## config.mk

```make
export PLATFORM = sky130hd
export DESIGN_NAME = cvfp_ctrl
export DESIGN_NICKNAME = d
export VERILOG_FILES = /design/src/hdl/cvfp_pkg.sv /design/src/hdl/cvfp_ctrl.sv
export SDC_FILE = /design/constraint.sdc
export NUM_CORES = 1
export LEC_CHECK = 0
export ABC_AREA = 1
export CAP_MARGIN = 20
export CORE_AREA = 3 3 40 42
export CTS_BUF_LIST = sky130_fd_sc_hd__clkbuf_4 sky130_fd_sc_hd__clkbuf_8
export CTS_CLUSTER_DIAMETER = 50
export CTS_CLUSTER_SIZE = 8
export DETAILED_ROUTE_END_ITERATION = 8
export DIE_AREA = 0 0 43 45
export DONT_BUFFER_PORTS = 1
export RECOVER_POWER = 25
export SYNTH_ARGS = -nofsm -noshare
export SYNTH_HDL_FRONTEND = slang
export SYNTH_SLANG_ARGS = --single-unit
```

## constraint.sdc

```tcl
create_clock -name clk -period 0.8 [get_ports clk]
set_input_delay 0.16 -clock clk [delete_from_list [all_inputs] [get_ports clk]]
set_output_delay 0.16 -clock clk [all_outputs]
set_load 0.03 [all_outputs]
```

## src/hdl/cvfp_pkg.sv

```systemverilog
// Package with the shared constants, codes and types of the CORDIC vectoring unit.
package cvfp_pkg;

    localparam int ITERATIONS_DEFAULT = 15;
    localparam int COORD_BITS_DEFAULT = 16;

    localparam int TABLE_DEPTH = 15;
    localparam int INDEX_BITS  = 4;
    localparam int STEP_BITS   = 4;
    localparam int WORK_BITS   = 19;
    localparam int ANGLE_BITS  = 32;
    localparam int FIELD_BITS  = 16;

    localparam logic REQ_LOAD   = 1'b0;
    localparam logic REQ_VECTOR = 1'b1;

    typedef enum logic [1:0] {
        ST_IDLE,
        ST_RUN,
        ST_HOLD
    } ctrl_state_t;

    typedef struct packed {
        logic load_table;
        logic start;
        logic step;
        logic capture_next;
        logic capture_work;
    } dp_cmd_t;

    typedef struct packed {
        logic last_step;
    } dp_status_t;

endpackage

```

## src/hdl/cvfp_ctrl.sv

```systemverilog
// Controller state machine that sequences table loads, iterations and result hand-off.
module cvfp_ctrl
    import cvfp_pkg::*;
(
    input  logic       clk,
    input  logic       rst_n,
    input  logic       req_valid,
    input  logic       req_type,
    output logic       req_ready,
    output logic       rsp_valid,
    input  logic       rsp_ready,
    input  dp_status_t status,
    output dp_cmd_t    cmd
);

    ctrl_state_t state_reg;
    ctrl_state_t state_next;
    logic        rsp_valid_reg;
    logic        rsp_valid_next;
    logic        slot_free;

    assign slot_free = !rsp_valid_reg || rsp_ready;
    assign rsp_valid = rsp_valid_reg;

    always_ff @(posedge clk or negedge rst_n)
    begin
        if (!rst_n)
        begin
            state_reg     <= ST_IDLE;
            rsp_valid_reg <= 1'b0;
        end
        else
        begin
            state_reg     <= state_next;
            rsp_valid_reg <= rsp_valid_next;
        end
    end

    always_comb
    begin
        state_next = state_reg;
        cmd        = '0;
        req_ready  = 1'b0;
        case (state_reg)
            ST_IDLE:
            begin
                req_ready = 1'b1;
                if (req_valid)
                begin
                    if (req_type == REQ_VECTOR)
                    begin
                        cmd.start  = 1'b1;
                        state_next = ST_RUN;
                    end
                    else
                    begin
                        cmd.load_table = 1'b1;
                    end
                end
            end
            ST_RUN:
            begin
                cmd.step = 1'b1;
                if (status.last_step)
                begin
                    if (slot_free)
                    begin
                        cmd.capture_next = 1'b1;
                        state_next       = ST_IDLE;
                    end
                    else
                    begin
                        state_next = ST_HOLD;
                    end
                end
            end
            ST_HOLD:
            begin
                if (slot_free)
                begin
                    cmd.capture_work = 1'b1;
                    state_next       = ST_IDLE;
                end
            end
            default:
            begin
                state_next = ST_IDLE;
            end
        endcase

        if (cmd.capture_next || cmd.capture_work)
            rsp_valid_next = 1'b1;
        else if (rsp_ready)
            rsp_valid_next = 1'b0;
        else
            rsp_valid_next = rsp_valid_reg;
    end

endmodule

```

==> flow_summary.yaml <==
critical_path:
  endpoint_kind: "output pin"
  slowest_delay_ps: 390
  crit_path_start_kind: "flop"
  cp_slowest_cell: "dfrtp_1"
  required_ps: 640
  r2r-start: "state_reg[1]"
  worst-setup-path-type: "reg -> out"
  cp_max_fo: 3
  crit_top_cell: "nand2_4"
  cp_cell_sequence: "inv_2, nand2_4, clkinv_4, nand2_4, nor2_4"
  cp.arrival_ps: 1070
  crit_start: "state_reg[0]"
logic_synthesis:
  syn_inst: 27
  yosysUniqueCellTypes: 6
  synth_top_area_frac: 0.441
  synthMuxAreaShare: 0
  synth_top_area_cell: "dfrtp_1"
  syn-num-nets: 33
  synth_warnings: 0
  synth_top_family_by_area: "simple AND/OR/NAND/NOR gates"
  netlist_top_cells_area: "dfrtp_1 (44%), inv_1 (15%), nor2_1 (15%), nand2_1 (13%), nand3_1 (5.9%)"
  synth-xor-area-share: 0
  syn-cell-area_sq_um: 170
  synth_compound_area_frac: 0.0588
  synthAdderAreaFrac: 0
  syn_avg_cell_area_sq_um: 6.30
  synth-seq-cells: 3
  yosys.area_share.simple: 0.346
  seq_area_frac_synth: 0.441
die:
  dieArea_sq_um: 1940
  die_height_um: 45
  coreArea_sq_um: 1280
  io_pins: 13
  rows: 13
  fp.dieW_um: 43
  start_util: 0.132
global_routing:
  antenna_found_initial: 0
  grt_use_total: 0.0542
  grt_max_degree: 4
  overflow: 0
  grt_pass1_wl_um: 710
  grt_pass1_vias: 207
placed_design:
  gp_congestion: 0.607
  port_buffers: 0
  place_hpwl_um: 374
  dp_slack_ps: -209
clocking:
  cts_max_level: 1
  clock_latency_ps: 230
  cts_root_buf: "clkbuf_4"
  cts_sinks: 3
  clk_path_buf_depth: 2
  clk_pin_slew_worst_paths_ps: 40
  cts_tree: "built"
  cts_setup_buffers: 0
  numCtsBuffers: 3
timing:
  worst_pin_slew_ps: 213
  period_minus_slack_ps: 1230
  maxSlewHeadroom: 0.857
  skew_ps: 0.173
  finalHoldViolCount: 0
  finalSetupViolCount: 10
  fin_crit_sh: 1.53
  rsz0062_at_grt: "true"
  slew_viol_final: 0
  fmax_mhz: 816
  fin_tns_setup_ps: -2690
  layout_setup_ws_ps: -426
power:
  powerDensity_nw_per_um2: 2110
  ir_drop_v: 0.000563
  leakage_nw: 0.171
routing:
  drc: 0
  viasPerCell: 3.63
  drt_iter0_markers: 4
  ant_nets: 0
  dr.pass1.iters: 4
  wl_per_cell_um: 7.72
  vias: 196
  routed_wl_um: 417
finish:
  multi_input_area_sq_um: 129
  antenna_cells: 0
  final_core_util: 0.288
  nFillCells: 148
  final_nets: 46
  syn_to_final_growth_pct: 118
  seq_area_sq_um: 76.3
  drive_gt1_frac: 0.615
  largest_reg_flops: 2
flow_run:
  drv_cap: 0
hold_path:
  worstHoldPathType: "in -> reg"
  hp-start: "status"
status:
  violations: "setup timing"
  status: "finished with violations"
==> cell type report <==
class | instances | area share
Clock buffer | 4 | 0.0811
Multi-Input combinational cell | 17 | 0.348
Tap cell | 15 | 0.0507
Inverter | 7 | 0.0845
Timing Repair Buffer | 8 | 0.230
Sequential cell | 3 | 0.206
==> kinds of logic (layout without fill, tap and decap cells) <==
family / Yosys count / count (layout)
buffers and inverters: 7 / 19
flip-flops: 3 / 3
AO/OA/AOI/OAI: 2 / 2
AND/OR/NAND/NOR: 15 / 15
==> critical path, delay by kind of cell (launching register included) <==
| family | cells | cell delay [ps] |
|---|---|---|
| flip-flops | 1 | 390 |
| buffers and inverters | 2 | 150 |
| AND/OR/NAND/NOR | 3 | 310 |
==> synthesized netlist by cell type <==
master and number:
o21ai_0 2, nand3_1 2, nand2_1 6, dfrtp_1 3, nor2_1 7, inv_1 7
==> metal layers <==
layer	global-route usage	part of all wire	vias to the layer above	wire, um
met2	0.0689	0.55	4	230
met4	0.0542	0	0	0
met3	0.0438	0.11	0	44
li1	-	-	104	-
met5	0	0	-	0
met1	0.0533	0.34	88	142
==> worst paths after layout <==
| kind | end | slack, ps | cells past startpoint |
|---|---|---|---|
| worst max-delay path | cmd[4] | -430 | 5 |
| worst min-delay path | state_reg[0] | 110 | 3 |
| worst max register to register | state_reg[1] | -80 | 3 |
| worst min register to register | state_reg[1] | 610 | 3 |
| max in group asynchronous | rsp_valid | 460 | 1 |
| min in group asynchronous | state_reg[0] | 180 | 1 |
==> power by group <==
| part | total, mW | internal, mW | switching (mW) |
|---|---|---|---|
| clock network | 0.294 | 0.220 | 0.0740 |
| registers | 0.184 | 0.171 | 0.0134 |
| logic | 0.303 | 0.128 | 0.175 |
==> timing repair <==
action                                  CTS  global route
gates resized for setup                   7             3
pin swaps                                 2             1
hold buffers                              1             0
endpoints found under the setup margin   10            10
endpoints found under the hold margin     3             0
==> per-stage QoR <==
step	cells	cell area, sq um	hold slack (ps)	power (mW)
final	54	370	105	0.782
after global routing	54	370	105	0.844
after CTS	54	367	117	0.793
after detailed placement	49	298	-135	0.445
after global placement	49	298	-135	0.442
after floorplan	27	226	-136	0.367
==> cells in the final DEF (no fill, tap or decap), drive strengths merged <==
cell type / synthesis / final
clkbuf: 0 / 4
nor2: 7 / 7
dlygate4sd3: 0 / 1
nand3: 2 / 2
o21ai: 2 / 2
clkinv: 0 / 1
inv: 7 / 6
dfrtp: 3 / 3
buf: 0 / 7
nand2: 6 / 6
(Power assumes the default switching activity.)
