$ cat src/hdl/cvfp_pkg.sv
// Package with the shared constants, codes and types of the CORDIC vectoring unit.
package cvfp_pkg;

    localparam int ITERATIONS_DEFAULT = 15;
    localparam int COORD_BITS_DEFAULT = 16;

    localparam int TABLE_DEPTH = 15;
    localparam int INDEX_BITS  = 4;
    localparam int STEP_BITS   = 4;
    localparam int WORK_BITS   = 19;
    localparam int ANGLE_BITS  = 32;
    localparam int FIELD_BITS  = 16;

    localparam logic REQ_LOAD   = 1'b0;
    localparam logic REQ_VECTOR = 1'b1;

    typedef enum logic [1:0] {
        ST_IDLE,
        ST_RUN,
        ST_HOLD
    } ctrl_state_t;

    typedef struct packed {
        logic load_table;
        logic start;
        logic step;
        logic capture_next;
        logic capture_work;
    } dp_cmd_t;

    typedef struct packed {
        logic last_step;
    } dp_status_t;

endpackage

$ cat src/hdl/cvfp_datapath.sv
// Datapath with the angle table, the shared shift-add iteration and the result register.
module cvfp_datapath
    import cvfp_pkg::*;
#(
    parameter int ITERATIONS = ITERATIONS_DEFAULT,
    parameter int COORD_BITS = COORD_BITS_DEFAULT
)
(
    input  logic                         clk,
    input  logic                         rst_n,
    input  dp_cmd_t                      cmd,
    output dp_status_t                   status,
    input  logic [INDEX_BITS-1:0]        table_index,
    input  logic signed [ANGLE_BITS-1:0] table_value,
    input  logic [FIELD_BITS-1:0]        x_in,
    input  logic [FIELD_BITS-1:0]        y_in,
    output logic signed [WORK_BITS-1:0]  x_out,
    output logic signed [WORK_BITS-1:0]  y_out,
    output logic signed [ANGLE_BITS-1:0] angle_out
);

    logic signed [ANGLE_BITS-1:0] table_reg [TABLE_DEPTH];
    logic signed [WORK_BITS-1:0]  x_reg;
    logic signed [WORK_BITS-1:0]  y_reg;
    logic signed [ANGLE_BITS-1:0] angle_reg;
    logic [STEP_BITS-1:0]         step_reg;
    logic signed [WORK_BITS-1:0]  x_next;
    logic signed [WORK_BITS-1:0]  y_next;
    logic signed [ANGLE_BITS-1:0] angle_next;
    logic signed [ANGLE_BITS-1:0] step_angle;
    logic signed [WORK_BITS-1:0]  dx;
    logic signed [WORK_BITS-1:0]  dy;
    logic signed [WORK_BITS-1:0]  x_res_reg;
    logic signed [WORK_BITS-1:0]  y_res_reg;
    logic signed [ANGLE_BITS-1:0] angle_res_reg;

    assign status.last_step = (step_reg == STEP_BITS'(ITERATIONS - 1));

    always_comb
    begin
        dx = y_reg >>> step_reg;
        dy = x_reg >>> step_reg;
        if (step_reg < STEP_BITS'(TABLE_DEPTH))
            step_angle = table_reg[step_reg[INDEX_BITS-1:0]];
        else
            step_angle = '0;
        if (y_reg > 0)
        begin
            x_next     = x_reg + dx;
            y_next     = y_reg - dy;
            angle_next = angle_reg + step_angle;
        end
        else
        begin
            x_next     = x_reg - dx;
            y_next     = y_reg + dy;
            angle_next = angle_reg - step_angle;
        end
    end

    always_ff @(posedge clk or negedge rst_n)
    begin
        if (!rst_n)
        begin
            for (int k = 0; k < TABLE_DEPTH; k++)
                table_reg[k] <= '0;
            step_reg <= '0;
        end
        else
        begin
            if (cmd.load_table && (table_index < INDEX_BITS'(TABLE_DEPTH)))
                table_reg[table_index] <= table_value;
            if (cmd.start || (cmd.step && status.last_step))
                step_reg <= '0;
            else if (cmd.step)
                step_reg <= step_reg + 1'b1;
        end
    end

    always_ff @(posedge clk)
    begin
        if (cmd.start)
        begin
            x_reg     <= $signed({{(WORK_BITS-COORD_BITS){1'b0}}, x_in[COORD_BITS-1:0]});
            y_reg     <= $signed({{(WORK_BITS-COORD_BITS){1'b0}}, y_in[COORD_BITS-1:0]});
            angle_reg <= '0;
        end
        else if (cmd.step)
        begin
            x_reg     <= x_next;
            y_reg     <= y_next;
            angle_reg <= angle_next;
        end

        if (cmd.capture_next)
        begin
            x_res_reg     <= x_next;
            y_res_reg     <= y_next;
            angle_res_reg <= angle_next;
        end
        else if (cmd.capture_work)
        begin
            x_res_reg     <= x_reg;
            y_res_reg     <= y_reg;
            angle_res_reg <= angle_reg;
        end
    end

    assign x_out     = x_res_reg;
    assign y_out     = y_res_reg;
    assign angle_out = angle_res_reg;

endmodule

$ cat config.mk
export PLATFORM = sky130hd
export DESIGN_NAME = cvfp_datapath
export DESIGN_NICKNAME = d
export VERILOG_FILES = /design/src/hdl/cvfp_pkg.sv /design/src/hdl/cvfp_datapath.sv
export SDC_FILE = /design/constraint.sdc
export NUM_CORES = 1
export LEC_CHECK = 0
export ABC_CLOCK_PERIOD_IN_PS = 10420
export BUFFER_PORTS_ARGS = -buffer_cell sky130_fd_sc_hd__buf_2
export CORE_MARGIN = 3
export CORE_UTILIZATION = 41
export CTS_CLUSTER_SIZE = 25
export DETAILED_ROUTE_END_ITERATION = 6
export PLACE_DENSITY = 0.54
export SYNTH_ARGS = -nofsm -noshare
export SYNTH_HDL_FRONTEND = slang
export SYNTH_SLANG_ARGS = --single-unit
$ cat constraint.sdc
create_clock -name clk -period 10.42 [get_ports clk]
set_input_delay 2.084 -clock clk [delete_from_list [all_inputs] [get_ports clk]]
set_output_delay 2.084 -clock clk [all_outputs]
set_load 0.005 [all_outputs]
==> flow_summary_export.csv, run 1 <==
group,metric,value,unit
status,status,"completed",
cts,cts_sinks,624,
route,avgViaCountPerCell,5.82,
sta,finalSetupTns,0,ps
global_route,grt_max_degree,178,
synth,avgSynthCellArea,12.5,um^2
pwr,netSwitchingPower,4.05,mW
synth,ys_warn_count,0,
synth,synthCells,2719,
synth,synth_ff_type,"dfrtp_1",
sta,maxSlewViolCount,0,
floorplan,coreArea,0.0822,mm^2
cts,hold_buffers,0,
place,numPortBuffers,145,
synth,synth_area_leaders,"dfrtp_1 (36%), mux2_2 (18%), edfxtp_1 (9.0%)",
setup_path,crit_type,"reg -> reg",
cts,cts_tree,"built",
route,drc,0,
sta,worst_slew_pin_slew,1150,ps
final_layout,nets,2937,
final_layout,largest_register_ffs,480,
cts,ctsResizeCount,0,
synth,synth.most_common_cell,"mux2_2",
synth,synth.net_count,2869,
place,hpwl,62000,um
pwr,internal_power,7.04,mW
cts,root_buffer,"clkbuf_16",
floorplan,dieWidth,294,um
synth,ys_types,92,
global_route,overflow,0,
hold_path,hold_path_class,"reg -> reg",
synth,synth_edf_count,102,
pwr,p_seq_frac,0.343,
synth,ys_ff_latch,624,
floorplan,die_y,294,um
place,post-place-ws,3320,ps
sta,timing.final.ws_setup,3290,ps
synth,ys_top_cells_by_count,"mux2_2 (557), dfrtp_1 (484), nor2_1 (133)",
sta,finalCritPeriodShare,0.684,
cts,clockBufferDepth,3,
job,cap_violations,0,
synth,seq_area_frac_synth,0.467,
cts,clkSlewWorstSetupHoldPaths,60,ps
pwr,cellPowerDensity,291,mW/mm^2
place,place.gp.congestion,0.880,
sta,finClkSkew,21.4,ps
setup_path,worstSetupEndpointType,"flop",
final_layout,final_area,0.0381,mm^2
pwr,vdd_ir_drop_max,136,uV
place,place_area,0.0357,mm^2
pwr,netSwitchingFraction,0.365,
global_route,antenna_found_initial,6,
route,dr_total_vias,22800,
pwr,power,11.1,mW
global_route,grt_pass1_wl,144000,um
route,avgRoutedWirePerCell,23.6,um
setup_path,arrival,7490,ps
floorplan,rows,105,
sta,max_freq,140,MHz
cts,cts_setup_buffers,0,
route,drt_iter0_drc,1343,
floorplan,pin_count,146,
sta,hold_violations,0,
cts,htreeDepth,3,
synth,async_reset_ff_frac,0.776,
route,drtAntennaViolNets,0,
synth,yosysTopAreaCell,"dfrtp_1",
pwr,share_comb_of_total_power,0.431,
sta,fin_crit,7130,ps
global_route,grt_use_total,0.214,
setup_path,critPathRequiredTime,10780,ps
sta,setup_viol,0,
route,routed_wl,92500,um
route,drt_first_pass_iters,7,
setup_path,critical_path_peak_fanout,39,
synth,synth_top_area_share,0.355,
cts,cts_buffers,72,
floorplan,die_area,0.0867,mm^2
setup_path,cp-start-kind,"flop",
global_route,grt_pass1_vias,23800,
floorplan,start_util,0.415,
synth,synth.cell_area,0.0341,mm^2
sta,slew_headroom,0.234,
final_layout,syn2layout_area_growth,11.6,%
pwr,pwr-share-clk,0.226,
cts,insertion_delay,620,ps
final_layout,drive_above_1_share,0.358,
pwr,leakage,15.9,nW
sta,whs,499,ps
sta,grt_setup_unrepaired,"false",
==> logic make-up after synthesis <==
| kind of cell | count (synthesis) | share of synthesized area |
|---|---|---|
| multiplexers | 804 | 0.301 |
| flip-flops | 624 | 0.467 |
| AND/OR/NAND/NOR | 427 | 0.0613 |
| AO/OA/AOI/OAI | 420 | 0.0808 |
| buffers and inverters | 256 | 0.0328 |
| XOR/XNOR | 113 | 0.0290 |
| adder cells (fa/ha/maj) | 75 | 0.0282 |
==> metal layers <==
metal / share of wire / vias to the layer above / wire (um) / global-route usage
met5: 0.00026 / - / 24 / 0
met4: 0.018 / 4 / 1640 / 0.0509
met3: 0.056 / 109 / 5140 / 0.0419
met2: 0.46 / 518 / 42600 / 0.342
met1: 0.47 / 11900 / 43100 / 0.303
li1: - / 10300 / - / -
==> power groups by stage <==
stage	registers (mW)	clock network [mW]	logic, mW
after floorplan	3.66	0	3.59
after global placement	3.80	0	4.67
after detailed placement	3.84	0	4.77
after CTS	3.80	2.58	4.80
after global routing	3.89	2.68	5.33
final	3.80	2.51	4.78
==> cells in the final DEF (no fill, tap or decap), types with 38 or more instances in the layout <==
cell	count
a21oi_1	117
buf_2	142
buf_4	42
clkbuf_16	74
dfrtp_1	480
dfxtp_1	38
edfxtp_1	102
ha_1	72
inv_1	60
mux2_2	557
mux2i_1	122
mux4_2	120
nand2_1	119
nor2_1	124
o21ai_0	89
xnor2_1	73
xor2_1	40
==> area by class of cell <==
| class | count | area (um^2) |
|---|---|---|
| fill | 7358 | 44200 |
| multi-input combinational | 1839 | 17100 |
| sequential | 624 | 15900 |
| clock buffer | 99 | 2000 |
| tap | 1070 | 1340 |
| timing repair buffer | 187 | 1080 |
| clock inverter | 28 | 333 |
| inverter | 63 | 236 |
| antenna | 3 | 7.51 |
==> worst max-delay path: stages (launching register included) <==
cell	delay [ps]
dfrtp_4	950
buf_4	480
ha_1	550
a21boi_1	230
buf_4	260
o21a_1	130
a21oi_2	200
or3b_1	390
nor2_1	250
and4_1	370
nor2b_1	350
a21oi_1	130
xnor2_1	170
ha_1	350
a21oi_1	160
a21boi_0	120
o21ai_0	160
o311ai_0	170
o21ai_0	380
o2111ai_1	210
a31o_2	260
a21oi_1	240
xnor2_1	90
mux2_2	260
==> stage by stage <==
step	cells	utilization
2_1_floorplan	2719	-
3_3_place_gp	3783	0.435
3_5_place_dp	3783	0.435
4_1_cts	3910	0.463
5_1_grt	3910	0.463
6_report	3913	0.463
==> worst paths after layout <==
kind | start | slack, ps | depth (start not counted) | end
setup / recovery | step_reg[0] | 3290 | 23 | angle_out[30]
hold / removal | table_reg[284] | 500 | 1 | table_reg[284]
setup reg to reg | step_reg[0] | 3290 | 23 | angle_out[30]
hold reg to reg | table_reg[284] | 500 | 1 | table_reg[284]
max in group asynchronous | rst_n | 6640 | 3 | table_reg[381]
min in group asynchronous | rst_n | 1470 | 1 | table_reg[389]
No activity file was read; power rests on OpenSTA's default activity.
==> inputs of run 2 (changes only) <==
- ABC_AREA: default -> 1
- ABC_CLOCK_PERIOD_IN_PS: 10420 -> 6200
- PLACE_DENSITY: 0.54 -> 0.56
- clock period: 10.42 -> 6.2 ns (I/O delays scaled with it)
==> run 2 against run 1 <==
Effect of this change:
- wire length increased by 18%
- critical path depth decreased by 1
- clock skew increased by 2.9 ps
- count of clock-buffer cells in the layout unchanged
- setup slack got worse by 2600 ps
- largest power group unchanged
==> flow_summary_export.csv, run 2 <==
group,metric,value,unit
synth,synth_edf_count,102,
synth,synth_area_leaders,"dfrtp_1 (35%), nand2_1 (17%), edfxtp_1 (8.7%)",
route,avgRoutedWirePerCell,18.3,um
sta,hold_violations,0,
place,place.gp.congestion,0.915,
route,drtAntennaViolNets,0,
global_route,overflow,0,
cts,ctsResizeCount,0,
global_route,antenna_found_initial,4,
synth,ys_types,53,
sta,maxSlewViolCount,0,
setup_path,crit_type,"reg -> reg",
floorplan,die_y,298,um
final_layout,nets,4909,
synth,synth_top_area_share,0.345,
synth,synthMuxAreaShare,0,
floorplan,die_area,0.0890,mm^2
synth,synthAdderAreaFrac,0.0274,
global_route,grt_pass1_wl,173000,um
synth,yosysTopAreaCell,"dfrtp_1",
sta,slew_headroom,0.323,
setup_path,arrival,5820,ps
sta,grt_setup_unrepaired,"false",
status,status,"completed",
setup_path,worstSetupEndpointType,"flop",
final_layout,final_cell_mix,"nand2_1 (1573), o21ai_0 (597), dfrtp_1 (481)",
floorplan,pin_count,146,
job,cap_violations,0,
pwr,vdd_ir_drop_max,269,uV
synth,synth.net_count,4911,
setup_path,critPathRequiredTime,6550,ps
cts,hold_buffers,0,
route,dr_total_vias,30800,
cts,cts_buffers,72,
floorplan,start_util,0.416,
synth,synth_compound_area_frac,0.134,
cts,clockBufferDepth,3,
floorplan,rows,106,
final_layout,syn2layout_area_growth,11.1,%
sta,finalSetupTns,0,ps
synth,ys_warn_count,0,
global_route,grt_pass1_vias,29700,
synth,seq_area_frac_synth,0.455,
synth,synth.cell_area,0.0351,mm^2
synth,synth.most_common_cell,"nand2_1",
place,numPortBuffers,145,
cts,cts_setup_buffers,0,
hold_path,hold_path_class,"reg -> reg",
final_layout,largest_register_ffs,480,
sta,max_freq,183,MHz
synth,synthCells,4761,
final_layout,final_util,0.463,
final_layout,final_common_cell,"nand2_1",
synth,synth_top_family_by_area,"simple AND/OR/NAND/NOR gates",
setup_path,critical_path_peak_fanout,68,
sta,fin_crit,5470,ps
sta,setup_viol,0,
cts,insertion_delay,640,ps
cts,clkSlewWorstSetupHoldPaths,60,ps
synth,yosys.area_share.simple,0.270,
synth,ys_ff_latch,624,
cts,cts_sinks,624,
route,routed_wl,109000,um
floorplan,dieWidth,298,um
route,avgViaCountPerCell,5.18,
global_route,grt_max_degree,132,
pwr,cellPowerDensity,455,mW/mm^2
global_route,grt_use_total,0.245,
synth,ys_top_cells_by_count,"nand2_1 (1584), o21ai_0 (597), dfrtp_1 (484)",
route,drt_iter0_drc,2311,
place,hpwl,69400,um
final_layout,drive_above_1_share,0.0816,
cts,htreeDepth,3,
pwr,leakage,19.0,nW
setup_path,cp-start-kind,"flop",
sta,finClkSkew,24.3,ps
sta,worst_slew_pin_slew,1020,ps
cts,root_buffer,"clkbuf_16",
synth,synth_ff_type,"dfrtp_1",
synth,synth_xor_area_frac,0.0242,
cts,cts_tree,"built",
synth,async_reset_ff_frac,0.776,
synth,avgSynthCellArea,7.36,um^2
floorplan,coreArea,0.0842,mm^2
route,drt_first_pass_iters,5,
sta,finalCritPeriodShare,0.883,
route,drc,0,
==> run 2: area by class of cell <==
class	count	area, um^2
antenna	2	5.00
clock buffer	99	2020
clock inverter	32	394
fill	8645	45300
inverter	470	1770
multi-input combinational	3380	16000
sequential	624	15900
tap	1134	1420
timing repair buffer	211	1340
==> run 2: routing by layer <==
metal	track usage	wire [um]
met3	0.0357	6250
met1	0.346	51000
met4	0.0572	2080
met2	0.397	49600
met5	0	13
==> run 2: cells by family (layout without fill, tap and decap cells) <==
logic type	count (synthesis)	after routing
AO/OA/AOI/OAI	891	891
XOR/XNOR	97	97
adder cells (fa/ha/maj)	75	75
buffers and inverters	757	812
flip-flops	624	624
other	0	2
AND/OR/NAND/NOR	2317	2317
==> run 2: through the flow <==
step           cell area [um^2]  worst slack, ps  hold slack [ps]  power [mW]  std cells
2_1_floorplan             35100             2040              445        11.3       4761
3_3_place_gp              36500              697              457        13.4       5819
3_5_place_dp              36500              704              466        13.4       5819
4_1_cts                   38900              708              480        17.8       5950
5_1_grt                   38900              131              498        19.2       5950
6_report                  39000              727              480        17.7       5952
==> run 2: where the power goes <==
part / switching [mW] / total, mW / internal (mW)
clock: 1.83 / 4.35 / 2.52
sequential: 0.711 / 6.20 / 5.49
combinational: 4.53 / 7.17 / 2.64
==> run 2: path summary, 6_finish.rpt <==
kind                            slack (ps)  cells after the start     startpoint             end
worst max-delay path                   730                     22    step_reg[0]       x_out[14]
worst min-delay path                   480                      2  table_reg[61]   table_reg[61]
worst max register to register         730                     22    step_reg[0]       x_out[14]
worst min register to register         480                      2  table_reg[61]   table_reg[61]
max in group asynchronous             4190                      3          rst_n  table_reg[403]
min in group asynchronous              570                      1          rst_n  table_reg[220]
==> run 2: worst max-delay path, stage by stage (launching register included) <==
cell	delay, ps
dfrtp_4	730
buf_4	600
o21ai_0	240
nand2_1	90
o21ai_0	120
o21ai_1	180
nand2_1	80
o21ai_1	170
inv_1	100
ha_1	270
o21ai_0	280
inv_1	100
fa_1	440
o21a_1	240
o21bai_1	210
nand2_1	80
nand2_1	150
a21boi_0	160
o21ai_0	290
a21boi_0	170
or2_2	310
nand3_1	60
o21ai_0	100
==> inputs of run 3 (changes only) <==
- ABC_AREA: 1 -> 0
==> run 3 against run 2 <==
Effect of this change:
- sequential cell count is the same
- cell count shrank 33%
- critical endpoint is now angle_out[31]
- register-to-register slack lost 410 ps
- non-clock buffer count grew 30
- core utilization grew 0.85 points
- setup slack lost 410 ps
==> flow_summary_export.csv, run 3 (same netlist as run 1, synthesis figures left out) <==
group,metric,value,unit
global_route,overflow,0,
global_route,antenna_found_initial,6,
place,place_area,0.0362,mm^2
global_route,grt_max_degree,196,
sta,finalCritPeriodShare,0.949,
pwr,netSwitchingPower,6.89,mW
pwr,vdd_ir_drop_max,241,uV
route,dr_total_vias,23100,
final_layout,drive_above_1_share,0.374,
setup_path,worstSetupEndpointType,"flop",
route,routed_wl,93800,um
pwr,internal_power,12.0,mW
pwr,share_comb_of_total_power,0.431,
sta,timing.final.ws_setup,317,ps
final_layout,syn2layout_area_growth,13.6,%
route,drc,0,
sta,slew_headroom,0.183,
setup_path,crit_slowest_cell,"dfrtp_4",
final_layout,nets,2991,
cts,htreeDepth,3,
sta,max_freq,170,MHz
setup_path,critPathRequiredTime,6570,ps
place,numPortBuffers,145,
floorplan,die_area,0.0867,mm^2
floorplan,dieWidth,294,um
hold_path,hold_path_class,"reg -> reg",
pwr,p_seq_frac,0.337,
job,cap_violations,0,
cts,clkSlewWorstSetupHoldPaths,60,ps
sta,finalSetupTns,0,ps
final_layout,final_common_cell,"mux2_2",
cts,clockBufferDepth,3,
sta,hold_violations,0,
place,place.gp.congestion,0.866,
global_route,grt_use_total,0.215,
setup_path,cp-startpoint,"step_reg[0]",
final_layout,largest_register_ffs,480,
setup_path,reg2reg_to,"angle_out[31]",
floorplan,pin_count,146,
sta,fin_crit,5880,ps
route,drt_iter0_drc,1436,
final_layout,final_cell_mix,"mux2_2 (557), dfrtp_1 (480), buf_2 (142)",
setup_path,r2r-start,"step_reg[0]",
setup_path,r2r_setup_slack,320,ps
route,avgViaCountPerCell,5.83,
setup_path,cp-start-kind,"flop",
final_layout,final_area,0.0387,mm^2
floorplan,rows,105,
cts,cts_tree,"built",
cts,cts_buffers,72,
route,avgRoutedWirePerCell,23.6,um
pwr,pwr-share-clk,0.232,
cts,hold_buffers,0,
status,status,"completed",
sta,maxSlewViolCount,0,
pwr,netSwitchingFraction,0.364,
floorplan,die_y,294,um
global_route,grt_pass1_vias,23900,
setup_path,critical_path_peak_fanout,31,
final_layout,final_util,0.471,
cts,root_buffer,"clkbuf_16",
sta,finClkSkew,28.5,ps
place,post-place-ws,53.1,ps
final_layout,fill_cells,7379,
setup_path,cp_cell_sequence,"buf_12, buf_12, buf_6, mux4_2, mux2i_1, o22ai_1, nor2_1, nand4_1, nor3_2, nand2b_1, o21ai_0, xor2_1, ha_1, o21ai_0, nand2b_1, or3b_2, a31o_2, a21oi_1, o211ai_1, nand2_1, xor2_1, mux2_2",
sta,setup_viol,0,
pwr,leakage,16.3,nW
cts,cts_sinks,624,
setup_path,rr_worst_depth,22,
route,drt_first_pass_iters,5,
sta,worst_slew_pin_slew,1230,ps
sta,whs,499,ps
pwr,cellPowerDensity,489,mW/mm^2
place,hpwl,62000,um
floorplan,start_util,0.415,
route,drtAntennaViolNets,0,
setup_path,arrival,6250,ps
setup_path,crit_end,"angle_out[31]",
global_route,grt_pass1_wl,145000,um
setup_path,crit_type,"reg -> reg",
cts,insertion_delay,640,ps
floorplan,coreArea,0.0822,mm^2
setup_path,cpPeakStageDelay,560,ps
==> run 3: changes by cell type in the layout (fill, tap and decap cells not counted), moves of 36 or more <==
cell,delta
nand2_1,-1454
mux4_2,+120
mux2i_1,+122
a21oi_1,-72
nor2_1,-116
nand4_1,-36
o21ai_0,-509
nand3_1,-335
mux2_2,+557
inv_1,-399
==> run 3: through the flow <==
| step | std cells | total power, mW |
|---|---|---|
| CTS | 3956 | 19.0 |
| global placement | 3829 | 14.2 |
| floorplan | 2719 | 12.2 |
| detailed placement | 3829 | 14.5 |
| global route | 3965 | 20.2 |
| finish | 3969 | 18.9 |
==> run 3: worst max-delay path, delay by kind of cell (launching register included) <==
family | cells | cell delay, ps
simple gates | 7 | 1840
compound gates | 6 | 1010
mux | 3 | 940
buf+inv | 3 | 680
flops | 1 | 560
fa+ha+maj | 1 | 370
xor+xnor | 2 | 190
==> run 3: how the worst min path moves through the flow <==
stage	cells past startpoint	slack, ps	startpoint	end
CTS	1	500	table_reg[322]	table_reg[322]
global route	1	510	table_reg[322]	table_reg[322]
finish	1	500	table_reg[327]	table_reg[327]
floorplan	2	470	angle_reg[0]	angle_reg[0]
detailed placement	1	490	table_reg[409]	table_reg[409]
global placement	1	480	table_reg[80]	table_reg[80]
==> run 3: final cells by class <==
cell class / count / area (um^2) / area share
well taps: 1070 / 1340 / 0.0346
clock inverters: 34 / 443 / 0.0114
clock buffers: 93 / 2000 / 0.0517
multi-input cells: 1839 / 17200 / 0.443
diodes: 5 / 12.5 / 0.000323
inverters: 63 / 236 / 0.00611
repair buffers: 241 / 1590 / 0.0410
flip-flops and latches: 624 / 15900 / 0.412
==> run 3: per-layer routing <==
layer,wire [um],vias to the layer above,global-route usage
met1,43000,12100,0.304
li1,-,10400,-
met5,30,-,0
met2,43900,581,0.349
met3,5410,111,0.0349
met4,1410,4,0.0456
==> run 3: power groups by stage <==
stage	sequential, mW	combinational [mW]	clock (mW)
2_1_floorplan	6.15	6.04	0
3_3_place_gp	6.37	7.86	0
3_5_place_dp	6.44	8.05	0
4_1_cts	6.37	8.11	4.49
5_1_grt	6.51	9.03	4.67
6_report	6.38	8.16	4.39
==> run 3: repair_timing <==
item,CTS,global route
gates resized for setup,0,8
endpoints found under the setup margin,0,17
buffers inserted,0,8
